[config.mk]
export PLATFORM = sky130hd
export DESIGN_NAME = three_class_priority_queue_flat
export DESIGN_NICKNAME = d
export VERILOG_FILES = /design/src/sv/tcpq_pkg.sv /design/src/sv/tcpq_if.sv /design/src/sv/three_class_priority_queue.sv /design/src/sv/tcpq_store.sv /design/src/flat_wrapper.sv
export SDC_FILE = /design/constraint.sdc
export NUM_CORES = 2
export LEC_CHECK = 0
export BUFFER_PORTS_ARGS = -buffer_cell sky130_fd_sc_hd__buf_2
export CAP_MARGIN = 10
export CORE_UTILIZATION = 35
export DETAILED_ROUTE_END_ITERATION = 10
export SETUP_SLACK_MARGIN = 0.5
export SLEW_MARGIN = 20
export SYNTH_ARGS = -nofsm -noshare
export SYNTH_HDL_FRONTEND = slang
export SYNTH_SLANG_ARGS = --single-unit
[constraint.sdc]
create_clock -name clk_i -period 15.35 [get_ports clk_i]
set_input_delay 0 -clock clk_i [delete_from_list [all_inputs] [get_ports clk_i]]
set_output_delay 0 -clock clk_i [all_outputs]
set_load 0.02 [all_outputs]
[src/sv/tcpq_pkg.sv]
// tcpq_pkg: shared types, codes and constants of the three-class priority queue
// no dependencies
package tcpq_pkg;

  localparam int unsigned QueueDepthDefault = 32;

  localparam logic [6:0]  SeniorAgeReset = 7'd60;
  localparam logic [15:0] WaitLimitReset = 16'd120;

  typedef enum logic [2:0] {
    REQ_ENQUEUE = 3'd0,
    REQ_SERVE   = 3'd1,
    REQ_AGING   = 3'd2,
    REQ_PROMOTE = 3'd3,
    REQ_REMOVE  = 3'd4
  } req_e;

  typedef enum logic [1:0] {
    STAT_OK        = 2'd0,
    STAT_EMPTY     = 2'd1,
    STAT_NOT_FOUND = 2'd2,
    STAT_FULL      = 2'd3
  } status_e;

  typedef enum logic [1:0] {
    CFG_SENIOR_AGE = 2'd0,
    CFG_WAIT_LIMIT = 2'd1
  } cfg_e;

  typedef enum logic [1:0] {
    FSM_IDLE,
    FSM_SCAN,
    FSM_DRAIN,
    FSM_DONE
  } fsm_e;

  localparam logic [1:0] CLS_EMERG = 2'd0;
  localparam logic [1:0] CLS_PRIO  = 2'd1;
  localparam logic [1:0] CLS_NORM  = 2'd2;

  localparam logic [1:0] GRP_FIRST  = 2'd0;
  localparam logic [1:0] GRP_SECOND = 2'd1;
  localparam logic [1:0] GRP_THIRD  = 2'd2;
  localparam logic [1:0] GRP_LAST   = 2'd3;

  typedef struct packed {
    logic [15:0] ticket;
    logic [15:0] stamp;
    logic [1:0]  cls;
  } entry_t;

  typedef struct packed {
    logic en;
    logic bank;
  } mem_wr_t;

  typedef struct packed {
    logic [1:0]  status;
    logic [15:0] out_ticket;
    logic [1:0]  out_class;
    logic [5:0]  occupancy;
  } rsp_t;

endpackage

[src/sv/tcpq_if.sv]
// tcpq_if: valid/ready channel interfaces for requests, responses and config writes
// no dependencies
interface tcpq_req_if;
  logic        valid;
  logic        ready;
  logic [2:0]  req_type;
  logic [15:0] ticket;
  logic [6:0]  age;
  logic        health_worker;
  logic [15:0] time_value;
  modport source (output valid, req_type, ticket, age, health_worker, time_value,
                  input ready);
  modport sink (input valid, req_type, ticket, age, health_worker, time_value,
                output ready);
endinterface

interface tcpq_rsp_if;
  logic        valid;
  logic        ready;
  logic [1:0]  status;
  logic [15:0] out_ticket;
  logic [1:0]  out_class;
  logic [5:0]  occupancy;
  modport source (output valid, status, out_ticket, out_class, occupancy, input ready);
  modport sink (input valid, status, out_ticket, out_class, occupancy, output ready);
endinterface

interface tcpq_cfg_if;
  logic        valid;
  logic        ready;
  logic [1:0]  index;
  logic [15:0] data;
  modport source (output valid, index, data, input ready);
  modport sink (input valid, index, data, output ready);
endinterface

[src/sv/three_class_priority_queue.sv]
// three_class_priority_queue: ordered ticket queue in three classes with aging
// depends on tcpq_pkg, tcpq_if, tcpq_store
//
// channels: req_i takes one request transaction (enqueue, serve, aging check,
// emergency promote, remove), rsp_o gives exactly one response transaction per
// request, cfg_i writes senior_age (index 0) or wait_limit (index 1).
// every operation that touches the queue rebuilds it from one memory bank into
// the other: four passes over the entries, one entry read per cycle through the
// registered memory read port. full enqueue, serve on empty and unknown requests
// answer without a pass over the memory. one request is worked on at a time; a
// finished response waits in the output register while the next request is
// accepted and processed. reset empties the queue (entry count zero) and loads
// senior_age 60 and wait_limit 120; memory contents are not cleared.
// when the receiver stalls the response holds, and a following request stops
// before delivering its own response until the output register is free.
module three_class_priority_queue
  import tcpq_pkg::*;
#(
  parameter int unsigned QueueDepth = QueueDepthDefault
) (
  input  logic   clk_i,
  input  logic   rst_ni,
  tcpq_req_if.sink   req_i,
  tcpq_rsp_if.source rsp_o,
  tcpq_cfg_if.sink   cfg_i
);

  localparam int unsigned AW = $clog2(QueueDepth);
  localparam int unsigned CW = $clog2(QueueDepth + 1);

  fsm_e        state_q, state_d;
  logic        bank_q;
  logic [CW-1:0] count_q;
  logic [CW-1:0] idx_q;
  logic [1:0]  grp_q;
  logic        tv_q;
  logic [1:0]  tg_q;
  logic [CW-1:0] ti_q;
  logic [CW-1:0] wptr_q;
  logic        found_q;
  logic        flip_q;
  logic        out_valid_q;
  logic [6:0]  senior_q;
  logic [15:0] limit_q;

  req_e        op_q;
  logic [15:0] tk_q;
  logic [6:0]  age_q;
  logic        hw_q;
  logic [15:0] time_q;
  logic [15:0] otk_q;
  logic [1:0]  ocls_q;
  logic [1:0]  status_q;
  rsp_t        out_q;

  entry_t      rd_data;
  entry_t      wdata;
  entry_t      new_entry;
  entry_t      wr_data;
  mem_wr_t     mem_wr;
  logic [1:0]  g_old;
  logic [1:0]  g_new;
  logic        drop;
  logic        match;
  logic        aged;
  logic [15:0] wait_time;
  logic        in_range;
  logic        write_old;
  logic        write_new;
  logic        req_acc;
  logic        immediate;
  logic [1:0]  imm_status;
  logic        leave_done;
  logic [CW-1:0] count_new;
  logic [1:0]  final_status;

  tcpq_store #(.Depth(QueueDepth)) u_store (
    .clk_i     (clk_i),
    .rd_bank_i (bank_q),
    .rd_addr_i (idx_q[AW-1:0]),
    .wr_i      (mem_wr),
    .wr_addr_i (wptr_q[AW-1:0]),
    .wr_data_i (wr_data),
    .rd_data_o (rd_data)
  );

  assign wr_data = write_new ? new_entry : wdata;

  assign req_acc = req_i.valid && req_i.ready;

  always_comb begin
    immediate  = 1'b0;
    imm_status = STAT_OK;
    case (req_i.req_type)
      REQ_ENQUEUE: begin
        if (count_q == CW'(QueueDepth)) begin
          immediate  = 1'b1;
          imm_status = STAT_FULL;
        end
      end
      REQ_SERVE: begin
        if (count_q == '0) begin
          immediate  = 1'b1;
          imm_status = STAT_EMPTY;
        end
      end
      REQ_AGING, REQ_PROMOTE, REQ_REMOVE: begin
        immediate = 1'b0;
      end
      default: begin
        immediate = 1'b1;
      end
    endcase
  end

  // data stage: classify the entry read in the previous cycle
  assign match     = (rd_data.ticket == tk_q);
  assign wait_time = time_q - rd_data.stamp;
  assign aged      = (wait_time > limit_q);
  assign in_range  = (ti_q != count_q);
  assign g_new     = ((age_q >= senior_q) || hw_q) ? GRP_SECOND : GRP_THIRD;

  always_comb begin
    new_entry.ticket = tk_q;
    new_entry.stamp  = time_q;
    new_entry.cls    = (g_new == GRP_SECOND) ? CLS_PRIO : CLS_NORM;
  end

  always_comb begin
    wdata = rd_data;
    drop  = 1'b0;
    g_old = GRP_FIRST;
    case (op_q)
      REQ_ENQUEUE: begin
        g_old = (rd_data.cls == CLS_EMERG) ? GRP_FIRST :
                (rd_data.cls == CLS_PRIO) ? GRP_SECOND : GRP_THIRD;
      end
      REQ_SERVE: begin
        drop = (ti_q == '0);
      end
      REQ_AGING: begin
        if (rd_data.cls == CLS_EMERG) begin
          g_old = GRP_FIRST;
        end else if (aged) begin
          g_old     = GRP_SECOND;
          wdata.cls = CLS_PRIO;
        end else if (rd_data.cls == CLS_PRIO) begin
          g_old = GRP_THIRD;
        end else begin
          g_old = GRP_LAST;
        end
      end
      REQ_PROMOTE: begin
        if (match) begin
          g_old     = GRP_SECOND;
          wdata.cls = CLS_EMERG;
        end else begin
          g_old = (rd_data.cls == CLS_EMERG) ? GRP_FIRST : GRP_THIRD;
        end
      end
      REQ_REMOVE: begin
        drop = match;
      end
      default: begin
        drop = 1'b1;
      end
    endcase
  end

  assign write_old = tv_q && in_range && !drop && (g_old == tg_q);
  assign write_new = tv_q && !in_range && (op_q == REQ_ENQUEUE) && (tg_q == g_new);

  assign leave_done = (state_q == FSM_DONE) && (!out_valid_q || rsp_o.ready);
  assign count_new  = flip_q ? wptr_q : count_q;
  assign final_status = (flip_q && ((op_q == REQ_PROMOTE) || (op_q == REQ_REMOVE))
                         && !found_q) ? STAT_NOT_FOUND : status_q;

  always_comb begin
    state_d = state_q;
    case (state_q)
      FSM_IDLE: begin
        if (req_acc) begin
          state_d = immediate ? FSM_DONE : FSM_SCAN;
        end
      end
      FSM_SCAN: begin
        if ((idx_q == count_q) && (grp_q == GRP_LAST)) begin
          state_d = FSM_DRAIN;
        end
      end
      FSM_DRAIN: begin
        state_d = FSM_DONE;
      end
      FSM_DONE: begin
        if (leave_done) begin
          state_d = FSM_IDLE;
        end
      end
      default: begin
        state_d = FSM_IDLE;
      end
    endcase
  end

  always_comb begin
    req_i.ready       = (state_q == FSM_IDLE);
    cfg_i.ready       = 1'b1;
    mem_wr.en         = write_old || write_new;
    mem_wr.bank       = ~bank_q;
    rsp_o.valid       = out_valid_q;
    rsp_o.status      = out_q.status;
    rsp_o.out_ticket  = out_q.out_ticket;
    rsp_o.out_class   = out_q.out_class;
    rsp_o.occupancy   = out_q.occupancy;
  end

  always_ff @(posedge clk_i or negedge rst_ni) begin
    if (!rst_ni) begin
      state_q     <= FSM_IDLE;
      bank_q      <= 1'b0;
      count_q     <= '0;
      idx_q       <= '0;
      grp_q       <= GRP_FIRST;
      tv_q        <= 1'b0;
      wptr_q      <= '0;
      found_q     <= 1'b0;
      flip_q      <= 1'b0;
      out_valid_q <= 1'b0;
      senior_q    <= SeniorAgeReset;
      limit_q     <= WaitLimitReset;
    end else begin
      state_q <= state_d;
      tv_q    <= (state_q == FSM_SCAN);
      if (cfg_i.valid && cfg_i.ready) begin
        case (cfg_i.index)
          CFG_SENIOR_AGE: senior_q <= cfg_i.data[6:0];
          CFG_WAIT_LIMIT: limit_q  <= cfg_i.data;
          default: ;
        endcase
      end
      if (req_acc) begin
        idx_q   <= '0;
        grp_q   <= GRP_FIRST;
        wptr_q  <= '0;
        found_q <= 1'b0;
        flip_q  <= !immediate;
      end
      if (state_q == FSM_SCAN) begin
        if (idx_q == count_q) begin
          idx_q <= '0;
          grp_q <= grp_q + 2'd1;
        end else begin
          idx_q <= idx_q + CW'(1);
        end
      end
      if (mem_wr.en) begin
        wptr_q <= wptr_q + CW'(1);
      end
      if (tv_q && in_range && (tg_q == GRP_FIRST) && match) begin
        found_q <= 1'b1;
      end
      if (rsp_o.valid && rsp_o.ready) begin
        out_valid_q <= 1'b0;
      end
      if (leave_done) begin
        out_valid_q <= 1'b1;
        count_q     <= count_new;
        if (flip_q) begin
          bank_q <= ~bank_q;
        end
      end
    end
  end

  always_ff @(posedge clk_i) begin
    tg_q <= grp_q;
    ti_q <= idx_q;
    if (req_acc) begin
      op_q     <= req_e'(req_i.req_type);
      tk_q     <= req_i.ticket;
      age_q    <= req_i.age;
      hw_q     <= req_i.health_worker;
      time_q   <= req_i.time_value;
      otk_q    <= '0;
      ocls_q   <= '0;
      status_q <= imm_status;
    end
    if (tv_q && in_range && (tg_q == GRP_FIRST)) begin
      if ((op_q == REQ_SERVE) && (ti_q == '0)) begin
        otk_q  <= rd_data.ticket;
        ocls_q <= rd_data.cls;
      end
      if ((op_q == REQ_REMOVE) && match && !found_q) begin
        otk_q  <= rd_data.ticket;
        ocls_q <= rd_data.cls;
      end
    end
    if (leave_done) begin
      out_q.status     <= final_status;
      out_q.out_ticket <= otk_q;
      out_q.out_class  <= ocls_q;
      out_q.occupancy  <= 6'(count_new);
    end
  end

  a_no_write_idle: assert property (@(posedge clk_i) disable iff (!rst_ni)
    (state_q == FSM_IDLE) |-> !mem_wr.en)
    else $error("memory write while idle");

  a_count_bound: assert property (@(posedge clk_i) disable iff (!rst_ni)
    (count_q <= CW'(QueueDepth)) && (wptr_q <= CW'(QueueDepth)))
    else $error("entry count beyond depth");

  a_accept_leaves_idle: assert property (@(posedge clk_i) disable iff (!rst_ni)
    req_acc |=> (state_q != FSM_IDLE))
    else $error("request accepted but block stayed idle");

  a_enqueue_grows: assert property (@(posedge clk_i) disable iff (!rst_ni)
    (leave_done && flip_q && (op_q == REQ_ENQUEUE)) |-> (wptr_q == count_q + CW'(1)))
    else $error("enqueue did not add exactly one entry");

endmodule

[src/sv/tcpq_store.sv]
// tcpq_store: two banks of entry memory, one write and one registered read per cycle
// depends on tcpq_pkg
module tcpq_store
  import tcpq_pkg::*;
#(
  parameter int unsigned Depth = QueueDepthDefault,
  localparam int unsigned AW = $clog2(Depth)
) (
  input  logic          clk_i,
  input  logic          rd_bank_i,
  input  logic [AW-1:0] rd_addr_i,
  input  mem_wr_t       wr_i,
  input  logic [AW-1:0] wr_addr_i,
  input  entry_t        wr_data_i,
  output entry_t        rd_data_o
);

  entry_t bank0_q [Depth];
  entry_t bank1_q [Depth];
  entry_t rd_data_q;

  always_ff @(posedge clk_i) begin
    if (wr_i.en) begin
      if (wr_i.bank) begin
        bank1_q[wr_addr_i] <= wr_data_i;
      end else begin
        bank0_q[wr_addr_i] <= wr_data_i;
      end
    end
    rd_data_q <= rd_bank_i ? bank1_q[rd_addr_i] : bank0_q[rd_addr_i];
  end

  assign rd_data_o = rd_data_q;

endmodule
[src/flat_wrapper.sv]
// flat-port wrapper written by rule: the top's interface ports become plain ports
module three_class_priority_queue_flat import tcpq_pkg::*;
#(
  parameter int unsigned QueueDepth = QueueDepthDefault
)
  (clk_i, rst_ni, req_i_valid, req_i_req_type, req_i_ticket, req_i_age, req_i_health_worker, req_i_time_value, req_i_ready, rsp_o_valid, rsp_o_status, rsp_o_out_ticket, rsp_o_out_class, rsp_o_occupancy, rsp_o_ready, cfg_i_valid, cfg_i_index, cfg_i_data, cfg_i_ready);
  tcpq_req_if req_i_i ();
  tcpq_rsp_if rsp_o_i ();
  tcpq_cfg_if cfg_i_i ();
  input  logic clk_i;
  input  logic rst_ni;
  input wire logic [$bits(req_i_i.valid)-1:0] req_i_valid;
  input wire logic [$bits(req_i_i.req_type)-1:0] req_i_req_type;
  input wire logic [$bits(req_i_i.ticket)-1:0] req_i_ticket;
  input wire logic [$bits(req_i_i.age)-1:0] req_i_age;
  input wire logic [$bits(req_i_i.health_worker)-1:0] req_i_health_worker;
  input wire logic [$bits(req_i_i.time_value)-1:0] req_i_time_value;
  output wire logic [$bits(req_i_i.ready)-1:0] req_i_ready;
  output wire logic [$bits(rsp_o_i.valid)-1:0] rsp_o_valid;
  output wire logic [$bits(rsp_o_i.status)-1:0] rsp_o_status;
  output wire logic [$bits(rsp_o_i.out_ticket)-1:0] rsp_o_out_ticket;
  output wire logic [$bits(rsp_o_i.out_class)-1:0] rsp_o_out_class;
  output wire logic [$bits(rsp_o_i.occupancy)-1:0] rsp_o_occupancy;
  input wire logic [$bits(rsp_o_i.ready)-1:0] rsp_o_ready;
  input wire logic [$bits(cfg_i_i.valid)-1:0] cfg_i_valid;
  input wire logic [$bits(cfg_i_i.index)-1:0] cfg_i_index;
  input wire logic [$bits(cfg_i_i.data)-1:0] cfg_i_data;
  output wire logic [$bits(cfg_i_i.ready)-1:0] cfg_i_ready;
  assign req_i_i.valid = req_i_valid;
  assign req_i_i.req_type = req_i_req_type;
  assign req_i_i.ticket = req_i_ticket;
  assign req_i_i.age = req_i_age;
  assign req_i_i.health_worker = req_i_health_worker;
  assign req_i_i.time_value = req_i_time_value;
  assign req_i_ready = req_i_i.ready;
  assign rsp_o_valid = rsp_o_i.valid;
  assign rsp_o_status = rsp_o_i.status;
  assign rsp_o_out_ticket = rsp_o_i.out_ticket;
  assign rsp_o_out_class = rsp_o_i.out_class;
  assign rsp_o_occupancy = rsp_o_i.occupancy;
  assign rsp_o_i.ready = rsp_o_ready;
  assign cfg_i_i.valid = cfg_i_valid;
  assign cfg_i_i.index = cfg_i_index;
  assign cfg_i_i.data = cfg_i_data;
  assign cfg_i_ready = cfg_i_i.ready;
  three_class_priority_queue #(.QueueDepth(QueueDepth)) u_core (.clk_i(clk_i), .rst_ni(rst_ni), .req_i(req_i_i), .rsp_o(rsp_o_i), .cfg_i(cfg_i_i));
endmodule
==> impl_results.md <==
* Least-Margin Pin Slew at 1.13 ns
* Area share of the leading cell type in the synthesized netlist at 0.743
* Area contributors post-synth: edfxtp_1, mux4_2, dfxtp_1
* Fillers at 22200
* Slew Viols, Final at 0
* Row count at 186
* Clock Path Buffers at 3
* Peak supply drop at 0.000177 V
* WP data required at 15.85 ns
* Die footprint at 262000 um2
* Critical path type: register to register
* Grt peak-use layer: met1
* Worst path arrival time at 8.26 ns
* Syn Area/Cell at 23.1 um2
* Min Tclk post-route at 7.75 ns
* Setup tns final at 0 ns
* Final WL at 245000 um
* Outcome: completed
* Fraction of layout cells with a size suffix above 1 at 0.319
* Avg Vias per Cell at 5.55
* Post-CTS setup buffer count at 0
* Initial antenna violation count at 35
* Syn_nets at 4054
* PwrDens at 177 nW/um2
* Met3 usage at 0.0423
* WL/cell at 30.9 um
* Layout Skew at 0.0269 ns
* Final setup viols at 0
* Largest family of logic cells by synthesized area: multiplexers
* Post-synth EDFFs at 2247
* Syn Inst Count at 3939
* Post-Synth XOR/XNOR Area at 0.00453
* CTS Root Cell: clkbuf_16
* Yosys top cell by area: edfxtp_1
* DRT iter0 DRCs at 6266
* Nets at 4469
* Worst slew margin at 0.247
* Worst Path Buf+Inv at 4
* # H-tree levels at 4
* RSZ-0062 raised after global routing: false
* Internal power at 12.9 mW
* Worst setup SP type: register
* TritonCTS Buffers at 218
* Synth async-reset ratio at 0.0212
* Total track usage at 0.186
* Worst-Skew Late Latency at 0.86 ns
* Core area at 257000 um2
* Post-synthesis cell type count at 59
* Vias at 44000
* Combinational share of power at 0.259
* Die Ht at 511 um
* Slowest stage delay, CP at 0.90 ns
* Final hold vios at 0
* Sequential area share after synthesis at 0.770
* Max Freq at 0.129 GHz
* M2 GR Usage at 0.273
* CP Capture Type: register
* CTS tree: done
* CP Max Fanout at 43
* GRT overflow at 0
* DRT Pass-1 Iters at 6
* Antenna-violating nets left at 0
* MaxCap Viol Count at 0
* Final period util at 0.505
* Tightest Hold Check Type: input pin to register
* P&R area growth vs syn at 16.0%
* Clock share of power at 0.296
* Sequential Power Share at 0.445
* DRC viols at 0
* Compound-cell area share of the yosys netlist at 0.00913
* Post-synthesis simple-gate area fraction at 0.0171
* Static leakage at 32.3 nW
* # clock sinks at 2357
* Flops & latches, synth at 2357
* Power Total at 18.7 mW
* Mux contribution to synthesized area at 0.181
* Post-synthesis adder-cell area fraction at 0.00683
* Sw Share at 0.311
* Dominant synthesized flop cell: edfxtp_1
* P_sw at 5.82 mW
* Io pins at 95
* Chip Width at 511 um
* Global-route wire length before repair at 342000 um
* Hpwl dp at 153000 um
* RD Place Congestion at 0.822
* CP delay by family, top: compound AO/OA/AOI/OAI gates
* Vias in the first global route at 43000
* Slowest CP cell: a211oi_2
* Largest net degree at the start of global routing at 111
* Mapped cell area at 90800 um2
* # port buffers at 93
* Starting density of the core at 0.353
* Reg clk slew, reported paths at 0.06 ns
* Synth warn at 0
* Met1 Use GR at 0.279
power groups by stage:
stage / sequential, mW / combinational, mW / clock (mW)
floorplan: 8.47 / 2.60 / 0
global placement: 8.45 / 4.76 / 0
detailed placement: 8.45 / 4.82 / 0
CTS: 8.32 / 4.86 / 5.61
global route: 8.33 / 5.08 / 5.84
finish: 8.32 / 4.84 / 5.53
timing repair:
action                                  4_1_cts  5_1_grt
endpoints found under the hold margin       122        0
gates resized for setup                       0        0
endpoints found under the setup margin        0        0
hold buffers                                137        0
cell usage after synthesis, drive strengths merged (2+ instances only):
cell type,instances
a21oi,15
nor3b,2
a22o,2
mux4,701
buf,80
o21a,3
dfstp,8
ha,48
nand4,8
o211a,2
dfrtp,42
mux2,43
a41oi,2
nand3b,6
nand2b,10
nor2b,9
or3,3
or2,10
clkbuf,121
nor2,14
o211ai,2
dfxtp,60
and3,3
nor4,16
nand2,154
a211oi,4
a31oi,3
nor3,65
xor2,7
nand3,14
xnor2,40
a21o,9
mux2i,19
o21ai,83
inv,56
o31ai,4
nand4b,4
edfxtp,2247
and2,6
flip-flops by register name, summed over array words and instances (netlist names), 7 cells and up:
| register | count |
|---|---|
| u_core.age_q | 7 |
| u_core.u_store.bank0_q | 1088 |
| u_core.tk_q | 16 |
| u_core.time_q | 16 |
| u_core.limit_q | 16 |
| u_core.u_store.rd_data_o | 34 |
| u_core.rsp_o.out_ticket | 16 |
| u_core.otk_q | 16 |
| u_core.u_store.bank1_q | 1088 |
| u_core.senior_q | 7 |
layout make-up:
class | count | area (um2) | area share
repair buffers | 396 | 3170 | 0.0301
multi-input cells | 1325 | 20500 | 0.195
clock inverters | 150 | 1560 | 0.0148
flip-flops and latches | 2357 | 70000 | 0.664
diodes | 11 | 27.5 | 0.000261
inverters | 56 | 210 | 0.00200
clock buffers | 254 | 5680 | 0.0539
well taps | 3384 | 4230 | 0.0402
per-stage QoR:
step	utilization	area (um2)	instances	setup slack, ns	hold slack (ns)
detailed placement	0.376	96700	7381	7.77	0.179
finish	0.409	105000	7933	7.60	0.0289
CTS	0.409	105000	7922	7.76	0.0109
floorplan	-	90800	3939	7.53	-0.296
global route	0.409	105000	7923	7.14	0.0104
global placement	0.376	96700	7381	7.91	0.176
per-layer routing:
metal  wire, um  vias to the layer above
met2     111000                     2203
met5         69                        -
met1     106000                    24100
met4       4780                       10
met3      24300                      256
li1           -                    17500
cells in the final DEF (no fill, tap or decap), drive strengths merged, types with 6 or more instances in the layout:
master	netlist	layout
nand2	154	154
clkbuf	121	254
mux2	43	43
inv	56	66
nor2	14	14
ha	48	48
nand3b	6	6
xnor2	40	40
diode	0	11
buf	80	259
dfrtp	42	42
edfxtp	2247	2247
bufinv	0	30
dlygate4sd3	0	137
or2	10	10
nor3	65	65
and2	6	6
clkinvlp	0	12
a21oi	15	15
mux2i	19	19
nor2b	9	9
dfstp	8	8
dfxtp	60	60
nand4	8	8
xor2	7	7
nand2b	10	10
o21ai	83	83
nand3	14	14
mux4	701	701
clkinv	0	98
a21o	9	9
nor4	16	16
logic make-up (layout without fill, tap and decap cells):
family | Yosys count | after routing
muxes | 763 | 763
xor gates and xnor gates | 47 | 47
AOI/OAI and AO/OA | 140 | 140
other | 1 | 12
DFF | 2357 | 2357
buffers and inverters | 257 | 856
adders and majority gates | 49 | 49
and+or+nand+nor | 325 | 325
worst paths after layout:
check / startpoint / endpoint / slack (ns) / cells after the start
setup / recovery: u_core.time_q[0] / u_core.u_store.bank0_q[5][28] / 7.60 / 25
hold / removal: req_i_ticket[3] / u_core.tk_q[3] / 0.03 / 2
setup reg to reg: u_core.time_q[0] / u_core.u_store.bank0_q[5][28] / 7.60 / 25
hold reg to reg: u_core.grp_q[1] / u_core.tg_q[1] / 0.41 / 0
max in group asynchronous: rst_ni / u_core.idx_q[0] / 14.39 / 4
min in group asynchronous: rst_ni / u_core.limit_q[9] / 0.42 / 4
No activity file was read; power rests on OpenSTA's default activity.
